<file path="src/hw/rtl/kcl_pkg.sv">
// Package for the keypad code lock: constants, status and mode codes,
// and the payload and state types. Depends on nothing.
`timescale 1ns / 1ps
`default_nettype none

package kcl_pkg;

   localparam int CODE_KEYS = 4;
   localparam int KEY_W = 4;
   localparam int CNT_W = (CODE_KEYS > 1) ? $clog2(CODE_KEYS) : 1;
   localparam int ATTEMPT_W = 4;
   localparam int STATUS_W = 3;
   localparam int ENTERED_W = 2;
   localparam int MODE_W = 2;

   localparam logic [KEY_W-1:0] KEY_CODE_MAX = 4'd11;
   localparam logic [ATTEMPT_W-1:0] ATTEMPT_SAT = 4'd15;
   localparam logic [ATTEMPT_W-1:0] MAX_ATTEMPTS_RESET = 4'd3;

   localparam logic [MODE_W-1:0] MODE_NORMAL = 2'd0;
   localparam logic [MODE_W-1:0] MODE_ADMIN = 2'd1;
   localparam logic [MODE_W-1:0] MODE_LOCKOUT = 2'd2;

   localparam logic [STATUS_W-1:0] ST_TAKEN = 3'd0;
   localparam logic [STATUS_W-1:0] ST_GRANTED = 3'd1;
   localparam logic [STATUS_W-1:0] ST_WRONG = 3'd2;
   localparam logic [STATUS_W-1:0] ST_SAVED = 3'd3;
   localparam logic [STATUS_W-1:0] ST_ADMIN = 3'd4;
   localparam logic [STATUS_W-1:0] ST_CLEARED = 3'd5;
   localparam logic [STATUS_W-1:0] ST_IGNORED = 3'd6;

   typedef logic [CODE_KEYS-1:0][KEY_W-1:0] code_type;

   typedef struct packed {
      logic             kind;
      logic [KEY_W-1:0] key_code;
   } req_type;

   typedef struct packed {
      logic [STATUS_W-1:0]  status;
      logic [ENTERED_W-1:0] keys_entered;
      logic                 alarm_on;
      logic                 admin_entry;
      logic [ATTEMPT_W-1:0] wrong_count;
   } rsp_type;

   typedef struct packed {
      code_type             stored_code;
      logic [CNT_W-1:0]     key_count;
      logic [ATTEMPT_W-1:0] attempt_count;
      logic                 admin_pending;
      logic [MODE_W-1:0]    lock_mode;
   } lock_state_type;

   function automatic code_type code_reset_value();
      code_type v;
      for (int i = 0; i < CODE_KEYS; i++) begin
         v[i] = KEY_W'(i + 1);
      end
      return v;
   endfunction

   localparam code_type CODE_RESET = code_reset_value();

endpackage

`default_nettype wire

</file>
<file path="src/hw/rtl/kcl_step.sv">
// Next-state and result logic of the keypad code lock for one event.
// Depends on kcl_pkg.
`timescale 1ns / 1ps
`default_nettype none

module kcl_step (
   input  var kcl_pkg::lock_state_type       state,
   input  var kcl_pkg::code_type             entry_keys,
   input  var kcl_pkg::req_type              req,
   input  var logic [kcl_pkg::ATTEMPT_W-1:0] max_attempts,
   output kcl_pkg::lock_state_type           state_next,
   output kcl_pkg::code_type                 entry_next,
   output kcl_pkg::rsp_type                  rsp
);

   logic                           key_valid;
   logic                           last_key;
   logic                           match;
   logic [kcl_pkg::ATTEMPT_W-1:0] attempt_inc;
   kcl_pkg::code_type              written;

   always_comb begin
      key_valid = (req.key_code <= kcl_pkg::KEY_CODE_MAX);
      last_key = (state.key_count == kcl_pkg::CNT_W'(kcl_pkg::CODE_KEYS - 1));
      written = entry_keys;
      written[state.key_count] = req.key_code;
      match = (written == state.stored_code);
      attempt_inc = (state.attempt_count < kcl_pkg::ATTEMPT_SAT) ?
                    state.attempt_count + 4'd1 : state.attempt_count;
   end

   always_comb begin
      logic [kcl_pkg::STATUS_W-1:0] status;
      state_next = state;
      entry_next = entry_keys;
      status = kcl_pkg::ST_IGNORED;
      unique case (state.lock_mode)
         kcl_pkg::MODE_LOCKOUT: begin
            if (req.kind) begin
               state_next.attempt_count = '0;
               state_next.lock_mode = kcl_pkg::MODE_NORMAL;
               status = kcl_pkg::ST_CLEARED;
            end
         end
         kcl_pkg::MODE_ADMIN: begin
            if (!req.kind && key_valid) begin
               entry_next = written;
               status = kcl_pkg::ST_TAKEN;
               if (last_key) begin
                  state_next.stored_code = written;
                  state_next.key_count = '0;
                  state_next.admin_pending = 1'b0;
                  state_next.attempt_count = '0;
                  state_next.lock_mode = kcl_pkg::MODE_NORMAL;
                  status = kcl_pkg::ST_SAVED;
               end else begin
                  state_next.key_count = state.key_count + kcl_pkg::CNT_W'(1);
               end
            end
         end
         default: begin
            state_next.lock_mode = kcl_pkg::MODE_NORMAL;
            if (req.kind) begin
               state_next.admin_pending = 1'b1;
               status = kcl_pkg::ST_ADMIN;
            end else if (key_valid) begin
               entry_next = written;
               status = kcl_pkg::ST_TAKEN;
               if (last_key) begin
                  state_next.key_count = '0;
                  if (match) begin
                     state_next.attempt_count = '0;
                     status = kcl_pkg::ST_GRANTED;
                     if (state.admin_pending) begin
                        state_next.lock_mode = kcl_pkg::MODE_ADMIN;
                     end
                  end else begin
                     state_next.attempt_count = attempt_inc;
                     status = kcl_pkg::ST_WRONG;
                     if (attempt_inc >= max_attempts) begin
                        if (state.admin_pending) begin
                           state_next.admin_pending = 1'b0;
                           state_next.attempt_count = '0;
                        end else begin
                           state_next.lock_mode = kcl_pkg::MODE_LOCKOUT;
                        end
                     end else if (state.admin_pending) begin
                        state_next.lock_mode = kcl_pkg::MODE_ADMIN;
                     end
                  end
               end else begin
                  state_next.key_count = state.key_count + kcl_pkg::CNT_W'(1);
               end
            end
         end
      endcase
      rsp.status = status;
      rsp.keys_entered = kcl_pkg::ENTERED_W'(state_next.key_count);
      rsp.alarm_on = (state_next.lock_mode == kcl_pkg::MODE_LOCKOUT);
      rsp.admin_entry = (state_next.lock_mode == kcl_pkg::MODE_ADMIN);
      rsp.wrong_count = state_next.attempt_count;
   end

endmodule

`default_nettype wire

</file>
<file path="src/hw/rtl/keypad_code_lock_top.sv">
// Keypad code lock top level: input register, lock state, result register.
// A request passes through the input register and then the result register
// before its response is valid.
// Throughput is one transfer per cycle unless rsp_ready stalls the result
// register, set by the single update step between the input and result registers.
// Synchronous active-high reset restores code 1234, clears the counts and
// sets max_attempts to 3; the entry key store holds no reset value.
`timescale 1ns / 1ps
`default_nettype none

module keypad_code_lock_top (
   input  var logic                              clock,
   input  var logic                              reset,
   input  var logic                              req_valid,
   output logic                                  req_ready,
   input  var kcl_pkg::req_type                  req_data,
   output logic                                  rsp_valid,
   input  var logic                              rsp_ready,
   output kcl_pkg::rsp_type                      rsp_data,
   input  var logic                              csr_wr_en,
   input  var logic [kcl_pkg::ATTEMPT_W-1:0]     csr_wr_data
);

   kcl_pkg::req_type               req_ff;
   logic                           req_valid_ff;
   logic                           req_valid_in;
   kcl_pkg::rsp_type               rsp_ff;
   kcl_pkg::rsp_type               rsp_in;
   logic                           rsp_valid_ff;
   logic                           rsp_valid_in;
   kcl_pkg::lock_state_type        state_ff;
   kcl_pkg::lock_state_type        state_in;
   kcl_pkg::code_type              entry_keys_ff;
   kcl_pkg::code_type              entry_keys_in;
   logic [kcl_pkg::ATTEMPT_W-1:0] max_attempts_ff;
   logic                           advance;
   logic                           req_take;

   assign advance = req_valid_ff && (!rsp_valid_ff || rsp_ready);
   assign req_ready = !req_valid_ff || advance;
   assign req_take = req_valid && req_ready;

   kcl_step u_step (
      .state        (state_ff),
      .entry_keys   (entry_keys_ff),
      .req          (req_ff),
      .max_attempts (max_attempts_ff),
      .state_next   (state_in),
      .entry_next   (entry_keys_in),
      .rsp          (rsp_in)
   );

   always_comb begin
      req_valid_in = req_valid_ff;
      if (advance) begin
         req_valid_in = 1'b0;
      end
      if (req_take) begin
         req_valid_in = 1'b1;
      end
      rsp_valid_in = rsp_valid_ff;
      if (rsp_valid_ff && rsp_ready) begin
         rsp_valid_in = 1'b0;
      end
      if (advance) begin
         rsp_valid_in = 1'b1;
      end
   end

   always_ff @(posedge clock) begin
      if (reset) begin
         req_valid_ff <= 1'b0;
         rsp_valid_ff <= 1'b0;
         max_attempts_ff <= kcl_pkg::MAX_ATTEMPTS_RESET;
         state_ff.stored_code <= kcl_pkg::CODE_RESET;
         state_ff.key_count <= '0;
         state_ff.attempt_count <= '0;
         state_ff.admin_pending <= 1'b0;
         state_ff.lock_mode <= kcl_pkg::MODE_NORMAL;
      end else begin
         req_valid_ff <= req_valid_in;
         rsp_valid_ff <= rsp_valid_in;
         if (csr_wr_en) begin
            max_attempts_ff <= csr_wr_data;
         end
         if (advance) begin
            state_ff <= state_in;
         end
      end
   end

   always_ff @(posedge clock) begin
      if (req_take) begin
         req_ff <= req_data;
      end
      if (advance) begin
         rsp_ff <= rsp_in;
         entry_keys_ff <= entry_keys_in;
      end
   end

   assign rsp_valid = rsp_valid_ff;
   assign rsp_data = rsp_ff;

   // A lockout always starts and stays with an empty entry and no pending admin press.
   assert property (@(posedge clock) disable iff (reset)
      state_ff.lock_mode == kcl_pkg::MODE_LOCKOUT |->
         state_ff.key_count == '0 && !state_ff.admin_pending)
      else $error("lockout with partial entry or pending admin press");

   // A held request must not be dropped while the result register is full.
   assert property (@(posedge clock) disable iff (reset)
      req_valid_ff && !advance |=> req_valid_ff && $stable(req_ff))
      else $error("buffered request lost while stalled");

   // The alarm and admin entry are never reported together.
   assert property (@(posedge clock) disable iff (reset)
      rsp_valid_ff |-> !(rsp_ff.alarm_on && rsp_ff.admin_entry))
      else $error("alarm and admin entry both set");

   // A granted entry leaves the wrong-entry count cleared.
   assert property (@(posedge clock) disable iff (reset)
      advance && rsp_in.status == kcl_pkg::ST_GRANTED |=>
         state_ff.attempt_count == '0)
      else $error("attempt count not cleared after grant");

endmodule

`default_nettype wire
</file>
<file path="config.mk">
export PLATFORM = sky130hd
export DESIGN_NAME = keypad_code_lock_top
export DESIGN_NICKNAME = d
export VERILOG_FILES = /design/src/hw/rtl/kcl_pkg.sv /design/src/hw/rtl/kcl_step.sv /design/src/hw/rtl/keypad_code_lock_top.sv
export SDC_FILE = /design/constraint.sdc
export NUM_CORES = 1
export LEC_CHECK = 0
export BUFFER_PORTS_ARGS = -buffer_cell sky130_fd_sc_hd__buf_2
export CORE_MARGIN = 3
export CORE_UTILIZATION = 60
export DETAILED_ROUTE_END_ITERATION = 10
export PLACE_DENSITY = 0.88
export SYNTH_ARGS = -nofsm -noshare
export SYNTH_HDL_FRONTEND = slang
export SYNTH_SLANG_ARGS = --single-unit
export TNS_END_PERCENT = 100
</file>
<file path="constraint.sdc">
create_clock -name clock -period 6.8 [get_ports clock]
set_clock_uncertainty 0.1 [all_clocks]
set_input_delay 1.02 -clock clock [delete_from_list [all_inputs] [get_ports clock]]
set_output_delay 1.02 -clock clock [all_outputs]
set_load 0.03 [all_outputs]
</file>
==> summary.md, run 1 <==
| Metric | Value |
|---|---|
| Finished Core Util | `between 70% and 80%` |
| Ys flop type | `edfxtp_1` |
| P per Cell Area | `approximately 230 nW/µm²` |
| Setup TNS | `0 ns` |
| Detailed Routing Iterations Pass 1 | `6` |
| Yosys Warn Count | `0` |
| Via count | `2231` |
| IO buf count | `26` |
| PostCTS Resize Cnt | `0` |
| Final antenna-violating net count | `0` |
| RSZ-0062 raised after global routing | `no` |
| Sequential fraction of the synthesis area | `51.5%` |
| Global router's overall resource usage | `a little over a fifth` |
| Worst slew pin tran | `0.790 ns` |
| Lkg Pwr | `1.38 nW` |
| Crit-path max FO | `8` |
| Die area | `about 6000 µm²` |
| Post-Syn Instances | `290` |
| Final WL | `5.96 mm` |
| Distinct cells, synth | `47` |
| Hold_sp | `max_attempts_ff[2]` |
| Initial antenna violation count | `0` |
| Crit path DAT | `roughly 2.8 ns` |
| Status | `finished, final reports clean` |
| Hold Vio Cnt, Final | `0` |
| WL per Instance | `roughly 15 µm` |
| Hold Slack | `~0.4 ns` |
| DR DRC count | `0` |
| Die width | `around 78 µm` |
| Layout cells sized above 1 | `19.3%` |
| Diodes inserted | `0` |
| Area occupied by multi-input gates | `between 1000 and 1500 µm²` |
| Crit path capture type | `flop` |
| Max-cap violations | `0` |
| Final setup fails | `0` |
| Fin cells | `388` |
| Final count of pins violating max slew | `0` |
| Worst slew margin | `between 40% and 50%` |
| Final period util | `between 40% and 50%` |
| First-pass GRT wire length | `slightly below 10 mm` |
| CTS tree | `built` |
| Register Area | `approximately 1600 µm²` |
| Post-synth ARST share | `0%` |
| FMAX | `354 MHz` |
| Required @ worst endpoint | `6.79 ns` |
| Starting DRT DRC Count | `192` |
| Reg2Reg Depth | `8` |
| Fill cells | `approximately 330` |
| Area delta synth->final | `11.1%` |
| Post-CTS Repair Setup Buffers | `0` |
| Die height | `approximately 78 µm` |
| Hold-fix buffers, CTS | `0` |
| Ports | `27` |
| Core area | `4850 µm²` |
| Row cnt | `25` |
| Clock Latency Late Sink | `between 0.3 and 0.4 ns` |
| Largest net degree at the start of global routing | `23` |
| Aggregate global routing overflow | `0` |
| Vias/cell | `5.75` |
| R2r setup slk | `between 3 and 4 ns` |
| Root buffer cell | `clkbuf_8` |
| Syn Nets | `between 300 and 400` |
| Cell Area, Synth | `about 3100 µm²` |
| EDFF count, synth | `32` |
| Setup CP Type | `flop to flop` |
| Final Wtd Congestion | `roughly 0.86` |
| Clock slew seen by the registers of the worst setup and hold paths | `~0.060 ns` |
| Worst r2r src | `state_ff[3]` |
| Fin crit period | `between 2 and 3 ns` |
| Maximum vdd ir drop | `0.000191 V` |
| Number of global-route vias before repair | `2036` |
| Startpoint Class | `flop` |
| Fin nets | `341` |
| Clock sink count | `63` |
| Hold path endpoint | `max_attempts_ff[2]` |
| Synth Area per Inst | `10.6 µm²` |
| Placed Cells incl. Taps | `372` |
| Yosys reg bits | `63` |
| Hpwl dp | `between 4 and 5 mm` |
| Worst hold path class | `flop to flop` |
| Clk buf depth | `2` |
| Initial core utilization | `a little under two thirds` |
| Reg-to-reg critical path endpoint | `rsp_data[2]` |
| Hold path depth | `2` |
| H-Tree Depth | `3` |
| TritonCTS Buffers | `9` |
| Power Total | `around 0.77 mW` |
==> area by class of cell <==
class,instances,share of cell area [%]
clock inverters,1,0.147
inverters,17,1.87
repair buffers,27,4.03
well taps,67,2.46
flip-flops and latches,63,46.3
multi-input cells,198,40.3
clock buffers,15,4.88
==> cells in the mapped netlist (all sizes together) (2+ instances only) <==
cell    instances  share of area, %
o211ai          6               1.5
a211oi          3              0.90
and2            3              0.69
edfxtp         32                31
inv            17               2.1
nor2b           2              0.41
nand3           4              0.65
buf             6               1.1
nor2           47               5.7
o22ai           3              0.61
nand2b          3              0.61
a21oi          13               2.1
clkbuf          6              0.73
ha             11               4.5
a22o            2              0.57
mux2i           8               3.0
mux2           12               5.0
dfxtp          31                20
nor4            4               1.6
a21boi          2              0.86
xnor2           6               1.7
nand2          23               2.8
nor3           14               2.3
xor2           11               3.1
a32o            7               2.3
o21ai           2              0.33
==> metal layers <==
metal | share of wire [%] | routed length [µm] | GRT usage (%) | up-vias
met3 | 8.2 | 491 | 7.54 | 16
met4 | 1.7 | 103 | 9.43 | 0
met2 | 43 | 2550 | 29.8 | 115
met1 | 47 | 2820 | 29.5 | 1018
met5 | 0 | 0 | 0 | -
li1 | - | - | - | 1082
==> power by group <==
part	leakage (nW)	switching, mW	internal [mW]
Clock	0.0877	0.132	0.152
Sequential	0.550	0.00845	0.411
Combinational	0.745	0.0417	0.0257
==> worst max-delay path by stage <==
stage | depth (start not counted) | end | slack, ns | from
global placement | 7 | state_ff[9] | 3.84 | rsp_ready
finish | 8 | rsp_data[2] | 3.97 | state_ff[3]
global route | 8 | rsp_data[3] | 3.85 | state_ff[3]
CTS | 8 | rsp_data[2] | 4.00 | state_ff[3]
floorplan | 4 | entry_keys_ff[0] | 3.75 | rsp_ready
detailed placement | 7 | state_ff[18] | 3.75 | rsp_ready
==> placed cells by master (no fill, tap or decap), types with 2 or more instances in the layout <==
cell,count
clkbuf_8,11
mux2i_1,7
edfxtp_1,32
nor2_1,47
dfxtp_1,31
ha_1,11
nor3_1,13
nand2b_1,3
nor4_2,4
a32o_1,7
nand3_1,4
inv_2,2
inv_1,15
xor2_1,11
mux2_4,5
o211ai_1,6
nor2b_1,2
mux2_2,6
o22ai_1,3
buf_2,26
nand2_1,23
xnor2_1,6
and2_1,2
a211oi_1,2
a22o_1,2
a21oi_1,13
o21ai_1,2
clkbuf_1,4
==> registers in the layout (all words and copies together), names as in the netlist <==
name	flops
rsp_data	11
max_attempts_ff	4
entry_keys_ff	16
req_ff	5
state_ff	25
rsp_valid	1
req_valid_ff	1
==> stage by stage <==
step / instance area [µm²] / worst slack, ns
final: 3410 / 3.97
after global routing: 3410 / 3.85
after CTS: 3410 / 4.00
after floorplan: 3070 / 3.75
after global placement: 3240 / 3.84
after detailed placement: 3240 / 3.75
==> worst max-delay path, stage by stage (launching register included) <==
cell and delay (ns):
dfxtp_1 0.46, ha_1 0.25, nand3_1 0.19, mux2_1 0.41, ha_1 0.29, a21oi_1 0.05
o21ai_1 0.40, a21boi_4 0.15, a32o_1 0.26
==> kinds of logic after synthesis <==
kind of cell / share of synthesized area (%)
AND/OR/NAND/NOR: 15.4
buffers and inverters: 3.95
flip-flops: 51.5
adder cells (fa/ha/maj): 4.48
XOR/XNOR: 4.85
multiplexers: 8.02
AO/OA/AOI/OAI: 11.8
Power figures use the tool's default switching activity.
==> run 2: changes to the inputs <==
CORE_UTILIZATION = 53   (was 60)
PLACE_DENSITY = 0.83   (was 0.88)
clock period = 2.6 ns   (was 6.8 ns; I/O delays follow)
==> summary.md, run 2 (synthesis results as in run 1) <==
| Metric | Value |
|---|---|
| P per Cell Area | `595 nW/µm² (+160%)` |
| Clock Latency Late Sink | `0.34 ns (about the same)` |
| Die width | `82.1 µm (+5.9%)` |
| Lkg Pwr | `1.49 nW (+7.9%)` |
| WL per Instance | `15.2 µm (-1.1%)` |
| Clock slew seen by the registers of the worst setup and hold paths | `0.07 ns (about the same)` |
| CTS tree | `built` |
| Die height | `82.1 µm (+5.9%)` |
| Vias/cell | `5.57 (-3.1%)` |
| Worst hold path class | `input pin to flop` |
| Crit path DAT | `2.48 ns (-0.34 ns)` |
| Global router's overall resource usage | `20.7% (-0.53 points)` |
| Max-cap violations | `0 (unchanged)` |
| Crit path cell chain | `inv_6 -> ha_4 -> buf_6 -> mux2_4 -> xor2_1 -> nor4_2 -> nand4_2 -> a21boi_4 -> a32o_1` |
| Largest net degree at the start of global routing | `23 (unchanged)` |
| Finished Core Util | `65.9% (-4.5 points)` |
| Initial core utilization | `55.1% (-8.3 points)` |
| Required @ worst endpoint | `2.59 ns (-4.20 ns)` |
| DR DRC count | `0 (unchanged)` |
| Hold Slack | `0.125 ns (-0.275 ns)` |
| CP bufs+invs | `2 (+2)` |
| Aggregate global routing overflow | `0 (unchanged)` |
| Starting DRT DRC Count | `267 (+39%)` |
| Detailed Routing Iterations Pass 1 | `4 (-2)` |
| Via count | `2285 (+2.4%)` |
| Fill cells | `402 (+21%)` |
| Final Wtd Congestion | `0.863 (+0.89%)` |
| Hpwl dp | `4.28 mm (+6.0%)` |
| Crit-path max FO | `7 (-1)` |
| Worst path top cell family by delay | `simple AND/OR/NAND/NOR gates` |
| Final period util | `95.8% (+54 points)` |
| Ports | `27 (unchanged)` |
| Worst path slowest cell | `dfxtp_4` |
| Commonest cells after routing, fill and taps aside | `47 x nor2_1, 32 x edfxtp_1, 29 x dfxtp_1, 26 x buf_2, 23 x nand2_1` |
| Startpoint Class | `flop` |
| Largest register by flop count | `state_ff` |
| Register Area | `1590 µm² (+0.47%)` |
| Fin nets | `358 (+5.0%)` |
| Hold Vio Cnt, Final | `0 (unchanged)` |
| Worst slew margin | `67.7% (+21 points)` |
| Worst slew pin tran | `0.484 ns (-0.306 ns)` |
| Diodes inserted | `0 (unchanged)` |
| IO buf count | `26 (unchanged)` |
| Final setup fails | `0 (unchanged)` |
| Initial antenna violation count | `0 (unchanged)` |
| Number of global-route vias before repair | `2136 (+4.9%)` |
| Final WL | `6.23 mm (+4.5%)` |
| Hold-fix buffers, CTS | `0 (unchanged)` |
| Area delta synth->final | `19.5%` |
| Maximum vdd ir drop | `0.000395 V (+110%)` |
| Row cnt | `27 (+8.0%)` |
| Layout cells sized above 1 | `26.6% (+7.3 points)` |
| H-Tree Depth | `3 (unchanged)` |
| First-pass GRT wire length | `10.3 mm (+5.3%)` |
| Core area | `5570 µm² (+15%)` |
| TritonCTS Buffers | `9 (unchanged)` |
| Final count of pins violating max slew | `0 (unchanged)` |
| Root buffer cell | `clkbuf_8` |
| Final antenna-violating net count | `0 (unchanged)` |
| Max reg flops | `25 (unchanged)` |
| Commonest non-fill, non-tap cell in the layout | `nor2_1` |
| Die area | `6750 µm² (+12%)` |
| Status | `finished, final reports clean` |
| Setup CP Type | `flop to flop` |
| FMAX | `401 MHz (+13%)` |
| Clk buf depth | `2 (unchanged)` |
| Fin crit period | `2.49 ns (-0.336 ns)` |
| Clock sink count | `63 (unchanged)` |
| Crit path capture type | `flop` |
| Area occupied by multi-input gates | `1450 µm² (+5.5%)` |
| Slowest stage delay, CP | `0.40 ns (-0.06 ns)` |
==> run 2: final timing paths <==
| path | slack, ns | cells past startpoint | from | to |
|---|---|---|---|---|
| min reg2reg | 0.39 | 2 | max_attempts_ff[0] | max_attempts_ff[0] |
| min | 0.13 | 1 | req_data[2] | req_ff[2] |
| max | 0.11 | 9 | state_ff[7] | rsp_data[2] |
| max reg2reg | 0.11 | 9 | state_ff[7] | rsp_data[2] |
==> run 2: final cells by class <==
class	count	share of cell area [%]
clock buffers	11	3.58
flip-flops and latches	63	43.3
well taps	72	2.45
repair buffers	44	7.33
clock inverters	5	1.98
multi-input cells	198	39.5
inverters	17	1.87
==> run 2: timing repair <==
item,in CTS,in global routing
hold endpoints to repair,0,0
buffers inserted,0,3
setup endpoints to repair,1,12
gates cloned,0,0
pin swaps,1,4
resized for setup,4,18
==> run 2: per-layer routing <==
metal	track usage [%]	share of wire (%)	vias up
li1	-	-	1113
met1	28.6	45	1070
met2	30.4	46	90
met3	6.40	7.5	12
met4	8.31	1.7	0
met5	0	0	-
==> run 2: power breakdown <==
part	switching (mW)	leakage [nW]	internal (mW)
registers	0.0248	0.551	1.07
logic	0.114	0.838	0.0847
clock network	0.354	0.102	0.532
total	0.493	1.49	1.69
==> run 2: metrics by stage <==
step,power [mW],area (µm²),setup TNS (ns),std cells,setup slack (ns)
2_1_floorplan,1.24,3070,0,290,0.0354
3_3_place_gp,1.29,3350,0,391,0.0511
3_5_place_dp,1.30,3350,0,391,0.00353
4_1_cts,2.19,3570,0,407,0.0300
5_1_grt,2.28,3670,-0.000676,410,-0.000676
6_report,2.19,3670,0,410,0.109
